--- src/rtl/sks_pkg.sv ---
`default_nettype none

package sks_pkg;

    localparam int TABLE_DEPTH_DEF = 1024;
    localparam int INDEX_W         = 10;
    localparam int COUNT_W         = 11;

    typedef struct packed {
        logic [7:0]  discipline;
        logic [7:0]  category;
        logic [7:0]  parameter_id;
        logic [15:0] template_number;
    } key_t;

    localparam int KEY_W = $bits(key_t);

    typedef struct packed {
        logic near;
        logic lt;
        logic gt;
    } cmp_res_t;

    localparam logic KIND_LOAD   = 1'b0;
    localparam logic KIND_LOOKUP = 1'b1;

    typedef enum logic [1:0] {
        STAT_EXACT   = 2'd0,
        STAT_NONE    = 2'd1,
        STAT_NEAR_LO = 2'd2,
        STAT_NEAR_HI = 2'd3
    } status_t;

    typedef enum logic [1:0] {
        ST_IDLE,
        ST_ADDR,
        ST_CMP,
        ST_DONE
    } state_t;

endpackage

`default_nettype wire

--- src/rtl/sks_cmp.sv ---
`default_nettype none

// key versus entry, full key order; near = first three keys equal
module sks_cmp (
    input  wire sks_pkg::key_t     key,
    input  wire sks_pkg::key_t     entry,
    output sks_pkg::cmp_res_t      res
);

    always_comb
    begin
        res.near = ({key.discipline, key.category, key.parameter_id} ==
                    {entry.discipline, entry.category, entry.parameter_id});
        res.lt   = (key < entry);
        res.gt   = (key > entry);
    end

endmodule

`default_nettype wire

--- src/rtl/sks_seq.sv ---
`default_nettype none

module sks_seq #(
    parameter int TABLE_DEPTH = sks_pkg::TABLE_DEPTH_DEF,
    localparam int IDX_W = (TABLE_DEPTH > 1) ? $clog2(TABLE_DEPTH) : 1,
    localparam int PTR_W = IDX_W + 1
) (
    input  wire logic                           clk,
    input  wire logic                           rst_n,
    input  wire logic                           in_valid,
    output logic                                in_ready,
    input  wire logic                           in_kind,
    input  wire logic [sks_pkg::INDEX_W-1:0]    in_index,
    input  wire sks_pkg::key_t                  in_key,
    input  wire logic [PTR_W-1:0]               count,
    output logic                                wr_en,
    output logic      [IDX_W-1:0]               wr_addr,
    output sks_pkg::key_t                       wr_data,
    output logic                                rd_en,
    output logic      [IDX_W-1:0]               rd_addr,
    input  wire sks_pkg::key_t                  rd_data,
    output logic                                out_valid,
    input  wire logic                           out_ready,
    output sks_pkg::status_t                    out_status,
    output logic      [sks_pkg::INDEX_W-1:0]    out_index,
    output sks_pkg::key_t                       out_key
);

    localparam int CMP_W = (PTR_W > sks_pkg::COUNT_W) ? PTR_W : sks_pkg::COUNT_W;

    sks_pkg::state_t   state_reg, state_next;
    logic [PTR_W-1:0]  lo_reg, lo_next;
    logic [PTR_W-1:0]  hi_reg, hi_next;
    logic [IDX_W-1:0]  mid_reg, mid_next;
    sks_pkg::key_t     key_reg, key_next;
    logic              near_valid_reg, near_valid_next;
    logic              exact_reg, exact_next;
    logic              near_gt_reg, near_gt_next;
    logic [IDX_W-1:0]  near_idx_reg, near_idx_next;
    sks_pkg::key_t     near_key_reg, near_key_next;
    logic              out_valid_reg, out_valid_next;
    sks_pkg::status_t  out_status_reg, out_status_next;
    logic [sks_pkg::INDEX_W-1:0] out_index_reg, out_index_next;
    sks_pkg::key_t     out_key_reg, out_key_next;

    sks_pkg::cmp_res_t cmp_res;
    logic [PTR_W:0]    mid_sum;
    logic [CMP_W-1:0]  load_idx_ext;
    logic [CMP_W-1:0]  near_idx_ext;
    logic              accept;
    logic              out_free;

    sks_cmp u_cmp (
        .key   (key_reg),
        .entry (rd_data),
        .res   (cmp_res)
    );

    assign mid_sum      = {1'b0, lo_reg} + {1'b0, hi_reg};
    assign load_idx_ext = CMP_W'(in_index);
    assign near_idx_ext = CMP_W'(near_idx_reg);
    assign accept       = in_valid && in_ready;
    assign out_free     = !out_valid_reg || out_ready;

    assign wr_addr = load_idx_ext[IDX_W-1:0];
    assign wr_data = in_key;
    assign rd_addr = mid_sum[IDX_W:1];

    always_comb
    begin
        state_next      = state_reg;
        lo_next         = lo_reg;
        hi_next         = hi_reg;
        mid_next        = mid_reg;
        key_next        = key_reg;
        near_valid_next = near_valid_reg;
        exact_next      = exact_reg;
        near_gt_next    = near_gt_reg;
        near_idx_next   = near_idx_reg;
        near_key_next   = near_key_reg;
        out_valid_next  = out_valid_reg && !out_ready;
        out_status_next = out_status_reg;
        out_index_next  = out_index_reg;
        out_key_next    = out_key_reg;
        in_ready        = 1'b0;
        wr_en           = 1'b0;
        rd_en           = 1'b0;

        unique case (state_reg)
            sks_pkg::ST_IDLE:
            begin
                in_ready = 1'b1;
                if (accept)
                begin
                    if (in_kind == sks_pkg::KIND_LOAD)
                    begin
                        wr_en = (load_idx_ext < CMP_W'(TABLE_DEPTH));
                    end
                    else
                    begin
                        key_next        = in_key;
                        lo_next         = '0;
                        hi_next         = count;
                        near_valid_next = 1'b0;
                        exact_next      = 1'b0;
                        state_next      = sks_pkg::ST_ADDR;
                    end
                end
            end
            sks_pkg::ST_ADDR:
            begin
                if (lo_reg < hi_reg)
                begin
                    rd_en      = 1'b1;
                    mid_next   = mid_sum[IDX_W:1];
                    state_next = sks_pkg::ST_CMP;
                end
                else
                begin
                    state_next = sks_pkg::ST_DONE;
                end
            end
            sks_pkg::ST_CMP:
            begin
                if (cmp_res.near)
                begin
                    near_valid_next = 1'b1;
                    near_idx_next   = mid_reg;
                    near_key_next   = rd_data;
                    near_gt_next    = cmp_res.gt;
                end
                if (cmp_res.lt)
                begin
                    hi_next    = {1'b0, mid_reg};
                    state_next = sks_pkg::ST_ADDR;
                end
                else if (cmp_res.gt)
                begin
                    lo_next    = {1'b0, mid_reg} + PTR_W'(1);
                    state_next = sks_pkg::ST_ADDR;
                end
                else
                begin
                    exact_next = 1'b1;
                    state_next = sks_pkg::ST_DONE;
                end
            end
            sks_pkg::ST_DONE:
            begin
                if (out_free)
                begin
                    out_valid_next = 1'b1;
                    if (!near_valid_reg)
                    begin
                        out_status_next = sks_pkg::STAT_NONE;
                        out_index_next  = '0;
                        out_key_next    = '0;
                    end
                    else
                    begin
                        if (exact_reg)
                        begin
                            out_status_next = sks_pkg::STAT_EXACT;
                        end
                        else if (near_gt_reg)
                        begin
                            out_status_next = sks_pkg::STAT_NEAR_LO;
                        end
                        else
                        begin
                            out_status_next = sks_pkg::STAT_NEAR_HI;
                        end
                        out_index_next = near_idx_ext[sks_pkg::INDEX_W-1:0];
                        out_key_next   = near_key_reg;
                    end
                    state_next = sks_pkg::ST_IDLE;
                end
            end
            default:
            begin
                state_next = sks_pkg::ST_IDLE;
            end
        endcase
    end

    always_ff @(posedge clk or negedge rst_n)
    begin
        if (!rst_n)
        begin
            state_reg      <= sks_pkg::ST_IDLE;
            out_valid_reg  <= 1'b0;
            near_valid_reg <= 1'b0;
            exact_reg      <= 1'b0;
        end
        else
        begin
            state_reg      <= state_next;
            out_valid_reg  <= out_valid_next;
            near_valid_reg <= near_valid_next;
            exact_reg      <= exact_next;
        end
    end

    always_ff @(posedge clk)
    begin
        lo_reg         <= lo_next;
        hi_reg         <= hi_next;
        mid_reg        <= mid_next;
        key_reg        <= key_next;
        near_gt_reg    <= near_gt_next;
        near_idx_reg   <= near_idx_next;
        near_key_reg   <= near_key_next;
        out_status_reg <= out_status_next;
        out_index_reg  <= out_index_next;
        out_key_reg    <= out_key_next;
    end

    assign out_valid  = out_valid_reg;
    assign out_status = out_status_reg;
    assign out_index  = out_index_reg;
    assign out_key    = out_key_reg;

    // compare only on data read in the cycle before
    a_cmp_after_read: assert property (@(posedge clk) disable iff (!rst_n)
        (state_reg == sks_pkg::ST_CMP) |-> $past(rd_en))
        else $error("compare without a read");

    a_mid_in_window: assert property (@(posedge clk) disable iff (!rst_n)
        (state_reg == sks_pkg::ST_CMP) |->
            (({1'b0, mid_reg} >= lo_reg) && ({1'b0, mid_reg} < hi_reg)))
        else $error("probe outside search window");

    a_exact_is_near: assert property (@(posedge clk) disable iff (!rst_n)
        (state_reg == sks_pkg::ST_DONE && exact_reg) |-> near_valid_reg)
        else $error("exact hit without key match");

    a_result_from_done: assert property (@(posedge clk) disable iff (!rst_n)
        $rose(out_valid_reg) |-> ($past(state_reg) == sks_pkg::ST_DONE))
        else $error("result outside done state");

endmodule

`default_nettype wire

--- config.mk ---
export PLATFORM = sky130hd
export DESIGN_NAME = sks_seq
export DESIGN_NICKNAME = d
export VERILOG_FILES = /design/src/rtl/sks_pkg.sv /design/src/rtl/sks_cmp.sv /design/src/rtl/sks_seq.sv
export SDC_FILE = /design/constraint.sdc
export NUM_CORES = 1
export LEC_CHECK = 0
export ABC_AREA = 0
export BUFFER_PORTS_ARGS = -buffer_cell sky130_fd_sc_hd__buf_2
export CELL_PAD_IN_SITES_DETAIL_PLACEMENT = 2
export CELL_PAD_IN_SITES_GLOBAL_PLACEMENT = 2
export CORE_UTILIZATION = 32
export DETAILED_ROUTE_END_ITERATION = 10
export MAX_ROUTING_LAYER = met4
export PLACE_DENSITY_LB_ADDON = 0.1
export SYNTH_ARGS = -nofsm -noshare
export SYNTH_HDL_FRONTEND = slang
export SYNTH_SLANG_ARGS = --single-unit
--- constraint.sdc ---
create_clock -name clk -period 5.6 [get_ports clk]
set_input_delay 0.56 -clock clk [delete_from_list [all_inputs] [get_ports clk]]
set_output_delay 0.56 -clock clk [all_outputs]
set_load 0.01 [all_outputs]
* After elaboration in Yosys (flattened, before gate mapping) *
Cells that the tools add are included.

storage, ports and cells
  output and inout port bits = 116
  bits in latches = 0
  input bits = 106
  word-level logic and storage cells = 93
  memories kept = 0
  memory bits (writable) = 0
  memory bits (read-only) = 0
  bits in registers = 180

operators by class
  $add $sub $neg = 2
  bitwise logic cells = 1
  shift-type cells = 0
  eq/ne operators = 12
  reduce and logical (&&, ||, !) cells = 17
  div/mod/pow operators = 0
  mux-type cells = 33
  multipliers = 0
  $lt $le $gt $ge = 4

operators with widths
  kind                     count
  $mux W11                 7
  $pmux W11 S2             2
  $gt A40 B40 Y1           1
  $lt A40 B40 Y1           1
  $eq A24 B24 Y1           1
  $mux W1                  16
  $ne A2 B2 Y1 const B     8
  $add A10 B1 Y11 const B  1
  $add A11 B11 Y11         1
  $lt A10 B11 Y1 const B   1
  $lt A11 B11 Y1           1
  $mux W2                  5
  $reduce_and A5 Y1        2
  $pmux W2 S4              1
  $reduce_and A4 Y1        2
  $reduce_and A2 Y1        3
  $reduce_and A3 Y1        2
  $eq A2 B2 Y1 const B     2
  $pmux W1 S2              2
  $eq A2 B1 Y1 const B     1
  $logic_and A1 B1 Y1      2
  $logic_not A1 Y1         2
  $logic_not A2 Y1         1
  $reduce_bool A2 Y1       1
  other kinds (3)          3

* Longest topological paths before layout *
Gate-level depths: netlist (run 1).

  depth in word-level cells = 5
  depth in mapped cells = 8
  depth with buffers taken out = 8

* By module *
Synthesis (run 1) repeated with hierarchy kept, for this count alone.

unflattened totals
  cell total of the unflattened synthesis = 631
  area, all modules = 8380.5 µm²

modules (own cells, without submodules)
  module   sequential area each (µm²)  times used  area each (µm²)  cells each
  sks_seq  5380.2                      1           7307.0           485
  sks_cmp  0.0                         1           1073.5           146

* Worst setup path after synthesis (run 1) *
OpenSTA, ideal clock, no wires.

  path type = input to register
  from = in rd_data[39] in the netlist's numbering
  to = reg near_gt_reg (enable)
  data arrival time = 4.955 ns
  stages = 6
  data required time = 5.075 ns
  buffers on the path = 0
  library setup time = 0.525 ns
  slack = 0.120 ns
  cells stage by stage = inv_1 > ha_1 > nand4_1 > nor3_2 > nand4_2 > nor3_1

between the ends
  word-level cells in the longest chain between the ends = 2

ends and longest elaborated chain
  element                      line            text
  start: declaration           sks_seq.sv:21   input wire sks_pkg::key_t rd_data,
  $eq A24 B24 Y1               sks_cmp.sv:12   res.near = ({key.discipline, key.category, key.parameter_id} ==
  $reduce_and A2 Y1 (no line)  -
  end signal: assignment       sks_seq.sv:210  near_gt_reg <= near_gt_next;
  end: declaration             sks_seq.sv:38   logic near_gt_reg, near_gt_next;

Every way passes these cells.
A chain may end at the register's enable or synchronous reset.

* Final worst setup path (run 1) *
  from = reg lo_reg[1]
  to = out rd_addr[9]

between the ends
  word-level cells in the longest chain between the ends = 1

ends and longest elaborated chain
  element                   line            text
  start: declaration        sks_seq.sv:32   logic [PTR_W-1:0] lo_reg, lo_next;
  start signal: assignment  sks_seq.sv:206  lo_reg <= lo_next;
  $add A11 B11 Y11          sks_seq.sv:59   assign mid_sum = {1'b0, lo_reg} + {1'b0, hi_reg};
  end: declaration          sks_seq.sv:20   output logic [IDX_W-1:0] rd_addr,

Every way passes these cells.

==> run metrics, run 1 <==
status=complete, no violations; asr flop ratio synth=2.78%; first-pass GRT wire length=approximately 32000 um; internal power=2.90 mW; CTS Sinks=180; Worst-Skew Late Latency=0.43 ns; Avg Cell Area, Syn=between 10 and 15 sq um; Critical Path End Type=output port; Worst Hold Slack=around 0.32 ns; cell area after synthesis=8250 sq um; H-tree Lvls=4; vias in the first global route=5872; DIE AREA=26400 sq um; TritonCTS Buffers=17; DR pass1 iterations=4; count leader, synth=edfxtp_1; WL final=a little over 20000 um; TritonCTS clock tree=done; Least-Margin Pin Slew=0.985 ns; reg2reg path depth=7; CORE AREA=between 20000 and 30000 sq um; worst slack, placed=about 2.1 ns; fmax=a little under 300 MHz; #FFs+latches synth=180; max-slew violation count=0; WHS Path Cells=1; Fin Setup TNS=0 ns; DRC Markers=0; gr usage total=16.8%; library cells used by synthesis=45; minimum clock period=approximately 3.4 ns; share of the synthesized area in the top cell type=63.7%; sequential share of power=between 40% and 50%; Synth area leader=edfxtp_1; area added between synthesis and finish=20.0%; Port Buffers=201; Via-to-Cell Ratio=4.60; switching part of the total=32.9%; Critical R2R Capture=lo_reg[6]; Root Buffer Master=clkbuf_16; Initial Util=about a third; Crit Path Class=register to output port; placed insts=~1.1k; WP data arrival=2.89 ns; Worst EP required=5.04 ns; largest net degree at the start of global routing=54; CTS Buffer Depth=2; RSZ-0062 raised after global routing=no; crit path max fanout=3; # Max-Cap Violations=0; Clk pin slew, worst setup/hold paths=around 0.070 ns; Mapped Cells=609; Placement Rows=58; routed len/inst=18.1 um; DP Wirelength=15400 um; Syn. warnings=0; share of layout cells above drive strength 1=31.4%; Initial DRC Count=between 200 and 250; non-filler cells, final=1121; clock group share of total power=27.7%; Final period util=61.6%; Nets=944; leakage power=4.17 nW; VDD IR max=0.199 mV; GRT overflow=0; synth top area cells=edfxtp_1 (64%), ha_1 (9.1%), buf_4 (4.6%), and2_1 (4.0%), inv_1 (2.6%); final core utilization=39.2%; dominant synthesized flop cell=edfxtp_1; final worst slack=2.15 ns; r2r setup slk=between 2 and 2.5 ns; Die H=163 um; Hold Fails Final Rpt=0; antenna viol nets, final=0; Mapped Nets=776; normalized max-slew margin=33.9%; DR vias=about 5.2k; combinational cell fraction of total power=26.2%; post-synthesis sequential area ratio=65.3%; startpoint class of the critical path=register; Clock Skew=approximately 0.012 ns; top cells by count, synth=edfxtp_1 (175), ha_1 (60), inv_1 (58); Power per Cell Area=~440 nW/um^2; RR Startpoint=key_reg[37]; Hold Path Class=input port to register; Hold EP=key_reg[38]; global placement routability congestion=0.785; Sw Pwr=between 1 and 1.5 mW; CTS resizes=0; buffers inserted by post-CTS timing repair=0; die width=163 um; min-delay src=in_key[38]; EDFF count, synth=175; initial antenna violation count=1; Setup-failing EPs final=0; I/O Pins=222
[power groups by stage]
stage          logic (mW)  registers (mW)  clock network (mW)
6_report             1.13            1.99                1.20
4_1_cts              1.18            2.01                1.25
5_1_grt              1.28            2.02                1.30
2_1_floorplan       0.663            2.00                   0
3_5_place_dp         1.17            2.03                   0
3_3_place_gp         1.13            2.02                   0
[worst max-delay path by stage]
stage	startpoint	to	slack [ns]	cells past startpoint
2_1_floorplan	rd_data[39]	near_gt_reg	0.12	6
3_3_place_gp	rd_data[39]	lo_reg[9]	2.27	9
3_5_place_dp	rd_data[37]	lo_reg[6]	2.09	9
4_1_cts	lo_reg[1]	rd_addr[9]	2.06	9
5_1_grt	hi_reg[1]	rd_addr[8]	1.87	9
6_report	lo_reg[1]	rd_addr[9]	2.15	9
[repair_timing]
action,CTS,global route
endpoints found under the setup margin,0,0
hold endpoints to repair,5,0
hold buffers,1,0
[through the flow]
step / power [mW] / instance area [sq um]
2_1_floorplan: 2.66 / 8250
3_3_place_gp: 3.15 / 9300
3_5_place_dp: 3.20 / 9300
4_1_cts: 4.43 / 9900
5_1_grt: 4.60 / 9900
6_report: 4.33 / 9900
[critical path: stages (launching register included)]
cell and delay (ns):
edfxtp_1 0.40, inv_1 0.08, fa_1 0.47, o21bai_1 0.18, a21oi_1 0.16, o311ai_1 0.46, a41oi_1 0.21, o21bai_1 0.19
xnor2_1 0.16, buf_2 0.16
[cells in the final DEF, fill, tap and decap left out, types with 7 or more instances in the layout]
master	synthesis	routed
and2_1	53	53
nand2_1	51	51
xor2_1	10	10
edfxtp_1	175	175
clkbuf_16	0	17
xnor2_1	7	7
ha_1	60	60
inv_1	58	56
nor2_1	24	24
nand3_1	11	11
buf_2	0	201
o21ai_0	10	10
a21oi_1	23	23
[metal layers]
metal / vias to the layer above / part of all wire (%) / global-route usage (%)
met4: 0 / 1.9 / 6.05
met2: 144 / 51 / 29.0
met3: 33 / 4.5 / 3.49
met1: 2550 / 42 / 19.2
met5: - / 0 / -
li1: 2427 / - / -
[cells by family (layout without fill, tap and decap cells)]
kind of cell / Yosys count / in the layout / synth area share (%)
flip-flops: 180 / 180 / 65.3
AND/OR/NAND/NOR: 172 / 172 / 11.1
buffers and inverters: 117 / 298 / 7.60
AO/OA/AOI/OAI: 62 / 62 / 4.90
adder cells (fa/ha/maj): 61 / 61 / 9.35
XOR/XNOR: 17 / 17 / 1.81
other: 0 / 1 / 0
[cell type report]
class                      instances  area (sq um)
tap                              330           413
multi-input combinational        312          2240
clock inverter                    14           154
inverter                          59           221
sequential                       180          5380
timing repair buffer             207          1050
clock buffer                      18           429
fill                            2638         15400
antenna                            1          2.50
No activity file was read; power rests on OpenSTA's default activity.
==> run 2, diff against run 1 <==
==> constraint.sdc (replaced) <==
create_clock -name clk -period 3 [get_ports clk]
set_input_delay 0.3 -clock clk [delete_from_list [all_inputs] [get_ports clk]]
set_output_delay 0.3 -clock clk [all_outputs]
set_load 0.01 [all_outputs]
==> run 2 against run 1 <==
Against the previous run: clock skew is 0.0093 ns higher; flip-flop and latch count did not move; via count about the same; die area unchanged; cell count increased by 0.54%; hold slack lost 0.26 ns; global-route usage fell by 0.18 points.
==> run metrics, run 2 (same netlist as run 1, synthesis figures left out) <==
Setup-failing EPs final=0; Die H=163 um; TritonCTS clock tree=done; first-pass GRT wire length=about 31000 um; DIE AREA=26400 sq um; # Max-Cap Violations=0; Clock Skew=around 0.021 ns; Worst-Skew Late Latency=about 0.43 ns; reg2reg path depth=8; Placement Rows=58; Hold Path Class=input port to register; CTS Buffer Depth=2; GRT overflow=0; WP data arrival=roughly 2.6 ns; fmax=approximately 350 MHz; most common cell after layout, fill and taps aside=buf_2; Final period util=95.4%; routed len/inst=between 15 and 20 um; WL final=20400 um; H-tree Lvls=4; die width=163 um; Least-Margin Pin Slew=0.814 ns; Crit Path Class=register to output port; DR pass1 iterations=4; DRC Markers=0; DR vias=about 5k; Port Buffers=approximately 200; r2r setup slk=~0.25 ns; CTS Sinks=180; TritonCTS Buffers=17; initial antenna violation count=1; status=complete, no violations; Critical Path End Type=output port; CORE AREA=25300 sq um; antenna viol nets, final=0; Initial Util=32.6%; VDD IR max=around 0.33 mV; RR Startpoint=key_reg[37]; Hold EP=key_reg[35]; DP Wirelength=around 16000 um; Hold Fails Final Rpt=0; placed insts=1091; Clk pin slew, worst setup/hold paths=approximately 0.070 ns; min-delay src=in_key[35]; worst slack, placed=0.213 ns; WHS Path Cells=1; global placement routability congestion=0.754; leakage power=4.23 nW; final worst slack=0.138 ns; Pwr Total=around 8 mW; gr usage total=16.6%; Root Buffer Master=clkbuf_16; Initial DRC Count=227; share of layout cells above drive strength 1=33.4%; minimum clock period=2.86 ns; crit path max fanout=3; max-slew violation count=0; I/O Pins=222; largest net degree at the start of global routing=54; Nets=951; vias in the first global route=between 5k and 6k; non-filler cells, final=1127; Worst EP required=about 2.7 ns; startpoint class of the critical path=register; normalized max-slew margin=45.7%; Critical R2R Capture=lo_reg[7]; Via-to-Cell Ratio=4.57; Power per Cell Area=815 nW/um^2; area added between synthesis and finish=22.0%; commonest non-fill, non-tap cells in the layout=buf_2 (201), edfxtp_1 (175), ha_1 (60)
-- run 2: changes by cell type in the layout (fill, tap and decap cells not counted), moves of 2 or more --
cell / before / now
a21oi_1: 23 / 20
a2111oi_4: 0 / 2
inv_6: 1 / 3
buf_12: 0 / 2
buf_4: 5 / 10
a21oi_2: 0 / 2
-- run 2: where the power goes --
group	total [mW]	switching, mW	internal (mW)	leakage (nW)
sequential	3.68	0.288	3.39	1.68
combinational	2.39	1.48	0.915	2.29
clock	2.13	0.976	1.15	0.263
total	8.20	2.74	5.46	4.23
-- run 2: routing by layer --
layer  wire (um)  track usage, %  vias to the layer above  part of all wire, %
li1            -               -                     2440                    -
met5           0               -                        -                    0
met2       10600            28.8                      140                   52
met1        8710            19.2                     2564                   43
met4         139            4.55                        0                 0.68
met3         994            3.82                        7                  4.9
-- run 2: layout make-up --
class                   count  area (sq um)
repair buffers            214          1130
fillers                  2624         15200
diodes                      1          2.50
clock buffers              18           429
clock inverters            13           125
flip-flops and latches    180          5380
well taps                 330           413
inverters                  59           221
multi-input cells         312          2350
-- run 2: worst max-delay path, stage by stage (launching register included) --
cell and delay, ns:
edfxtp_1 0.39, inv_1 0.08, fa_2 0.43, o21bai_4 0.16
a21oi_2 0.11, o311ai_4 0.26, a41oi_2 0.17, o21bai_1 0.18
xnor2_1 0.18, buf_2 0.18
-- run 2: metrics by stage --
step / setup TNS, ns / hold slack (ns) / utilization, % / cell area (sq um)
6_report: 0 / 0.0577 / 39.8 / 10100
5_1_grt: -0.00529 / 0.0325 / 39.8 / 10100
4_1_cts: -0.0118 / 0.0337 / 39.6 / 9990
3_5_place_dp: 0 / 0.128 / 37.1 / 9360
3_3_place_gp: 0 / 0.127 / 37.1 / 9360
2_1_floorplan: 0 / 0.00441 / - / 8260
-- run 2: what timing repair did --
item	4_1_cts	5_1_grt
setup endpoints to repair	3	4
gates resized for setup	10	7
setup buffers	2	2
pin swaps	11	7
hold endpoints to repair	5	0
hold buffers	1	0
-- run 2: worst max-delay path by stage --
| stage | cells past startpoint | start | to | slack (ns) |
|---|---|---|---|---|
| final | 9 | lo_reg[1] | rd_addr[9] | 0.14 |
| after global routing | 9 | lo_reg[1] | rd_addr[9] | -0.005 |
| after CTS | 10 | hi_reg[1] | rd_addr[8] | -0.007 |
| after detailed placement | 10 | rd_data[39] | lo_reg[5] | 0.21 |
| after global placement | 10 | rd_data[39] | lo_reg[5] | 0.23 |
| after floorplan | 5 | key_reg[39] | near_gt_reg | 0.12 |
==> run 3, diff against run 2 <==
--- a/config.mk
+++ b/config.mk
@@ -12,7 +12,7 @@
 export CORE_UTILIZATION = 32
 export DETAILED_ROUTE_END_ITERATION = 10
 export MAX_ROUTING_LAYER = met4
-export PLACE_DENSITY_LB_ADDON = 0.1
+export PLACE_DENSITY = 0.84
 export SYNTH_ARGS = -nofsm -noshare
 export SYNTH_HDL_FRONTEND = slang
 export SYNTH_SLANG_ARGS = --single-unit
==> run 3 against run 2 <==
Against the previous run: cell count grew 0.35%; hold slack worse by 0.0059 ns; clock skew down 0.010 ns; sequential share of layout area decreased by 0.19 points; die area is the same; global-route usage grew 0.57 points; highest routed layer unchanged; clock power rose by 5%; wire length grew 3.5%; combinational power grew 2%; total power grew 2.0%; critical endpoint is now rd_addr[8]; core utilization rose by 0.14 points; register-to-register slack improved by 0.06 ns.
==> run metrics, run 3 (same netlist as run 1, synthesis figures left out) <==
clock group share of total power=26.8%; critical path's slowest cell=edfxtp_1; gate family responsible for the most delay along the worst path=compound AO/OA/AOI/OAI gates; gr usage total=about 17%; max-slew violation count=0; Critical Path Most Common Cell=a2111oi_4; share of layout cells above drive strength 1=33.7%; antenna viol nets, final=0; switching part of the total=between 30 and 40%; WP data arrival=approximately 2.6 ns; CTS Buffer Depth=2; Nets=953; WL final=21200 um; H-tree Lvls=4; Via-to-Cell Ratio=4.58; worst slack, placed=0.126 ns; TritonCTS Buffers=17; Worst Hold Slack=0.0518 ns; DRC Markers=0; Setup-failing EPs final=0; Sw Pwr=approximately 2.9 mW; area added between synthesis and finish=22.4%; gr busiest metal=met2; grt met2 use=30.4%; combinational cell fraction of total power=29.1%; Hold Fails Final Rpt=0; DR vias=5176; global placement routability congestion=0.834; final core utilization=about two fifths; worst path cell trace=ha_1, and3b_1, o211ai_1, buf_4, a2111oi_4, a2111oi_4, a21oi_2, xnor2_1, buf_2; first-pass GRT wire length=32400 um; GRT overflow=0; # Max-Cap Violations=0; crit path max fanout=3; met3 Track Usage GR=3.90%; Critical R2R Capture=hi_reg[0]; routed len/inst=18.7 um; Port Buffers=201; fmax=342 MHz; Worst-Skew Late Latency=between 0.4 and 0.5 ns; normalized max-slew margin=about 50%; startpoint class of the critical path=register; Hold EP=key_reg[21]; CP Buf/Inv Count=2; vias in the first global route=5844; Crit Path Class=register to output port; Root Buffer Master=clkbuf_16; crit-path max cell delay=0.43 ns; internal power=between 5 and 6 mW; most common cell after layout, fill and taps aside=buf_2; minimum clock period=2.92 ns; CORE AREA=approximately 25000 sq um; Final period util=97.4%; status=complete, no violations; Initial Util=32.6%; final worst slack=0.0789 ns; fillers=2647; r2r setup slk=0.31 ns; min-delay src=in_key[21]; global routing usage on met1=~18%; DP Wirelength=16000 um; CTS Sinks=180; I/O Pins=~220; Clk pin slew, worst setup/hold paths=0.07 ns; largest net degree at the start of global routing=54; DR pass1 iterations=6; sequential share of power=44.0%; Least-Margin Pin Slew=~0.76 ns; WHS Path Cells=1; reg2reg path depth=8; Pwr Total=about 8.4 mW; Die H=approximately 160 um; initial antenna violation count=2; Worst EP required=2.70 ns; commonest non-fill, non-tap cells in the layout=buf_2 (201), edfxtp_1 (175), ha_1 (60); die width=163 um; Clock Skew=around 0.011 ns; Initial DRC Count=147; Critical Path End Type=output port; RR Startpoint=key_reg[9]; DIE AREA=26400 sq um; Placement Rows=58; Power per Cell Area=828 nW/um^2; VDD IR max=0.344 mV; leakage power=4.26 nW; TritonCTS clock tree=done; Hold Path Class=input port to register; RSZ-0062 raised after global routing=yes
==> run 3: metrics by stage <==
stage               cell area, sq um  TNS (ns)  cells
global route                   10100   -0.0870   1131
CTS                            10000   -0.0246   1126
detailed placement              9380         0   1092
global placement                9380         0   1092
floorplan                       8260         0    609
finish                         10100         0   1131
==> run 3: worst reg2reg max path, stage by stage (launching register included) <==
cell and delay, ns:
edfxtp_1 0.38, ha_1 0.31, a21o_1 0.18, a221o_1 0.32
a211oi_1 0.43, o32ai_1 0.21, nor4_4 0.23, a21o_1 0.20
buf_12 0.15
==> run 3: layout make-up <==
class / count / area (sq um) / share of cell area, %
flip-flops and latches: 180 / 5380 / 53.3
multi-input cells: 312 / 2320 / 23.0
repair buffers: 216 / 1160 / 11.5
clock buffers: 17 / 425 / 4.22
well taps: 330 / 413 / 4.09
inverters: 59 / 221 / 2.19
clock inverters: 15 / 166 / 1.65
diodes: 2 / 5.00 / 0.0496
==> run 3: metal layers <==
layer	share of wire, %	wire length [um]	vias up
li1	-	-	2447
met1	40	8410	2551
met2	53	11200	150
met3	4.6	970	28
met4	2.5	536	0
met5	0	0	-
==> run 3: timing repair <==
item                       in CTS  in global routing
resized for setup               5                  8
gates cloned                    0                  0
setup endpoints to repair       4                  4
hold endpoints to repair        5                  0
setup buffers                   1                  3
hold buffers                    1                  0
pin swaps                       6                  3
==> run 3: worst max-delay path by stage <==
stage | startpoint | end | cells past startpoint
6_report | lo_reg[1] | rd_addr[8] | 9
3_3_place_gp | rd_data[39] | lo_reg[5] | 10
2_1_floorplan | key_reg[39] | near_gt_reg | 5
3_5_place_dp | rd_data[39] | lo_reg[4] | 10
5_1_grt | hi_reg[1] | rd_addr[8] | 10
4_1_cts | hi_reg[1] | rd_addr[8] | 9
==> run 3: power groups by stage <==
stage          clock [mW]  sequential (mW)  combinational, mW
3_3_place_gp            0             3.71               2.21
2_1_floorplan           0             3.73               1.24
3_5_place_dp            0             3.74               2.31
4_1_cts              2.31             3.69               2.38
5_1_grt              2.42             3.73               2.68
6_report             2.24             3.68               2.44
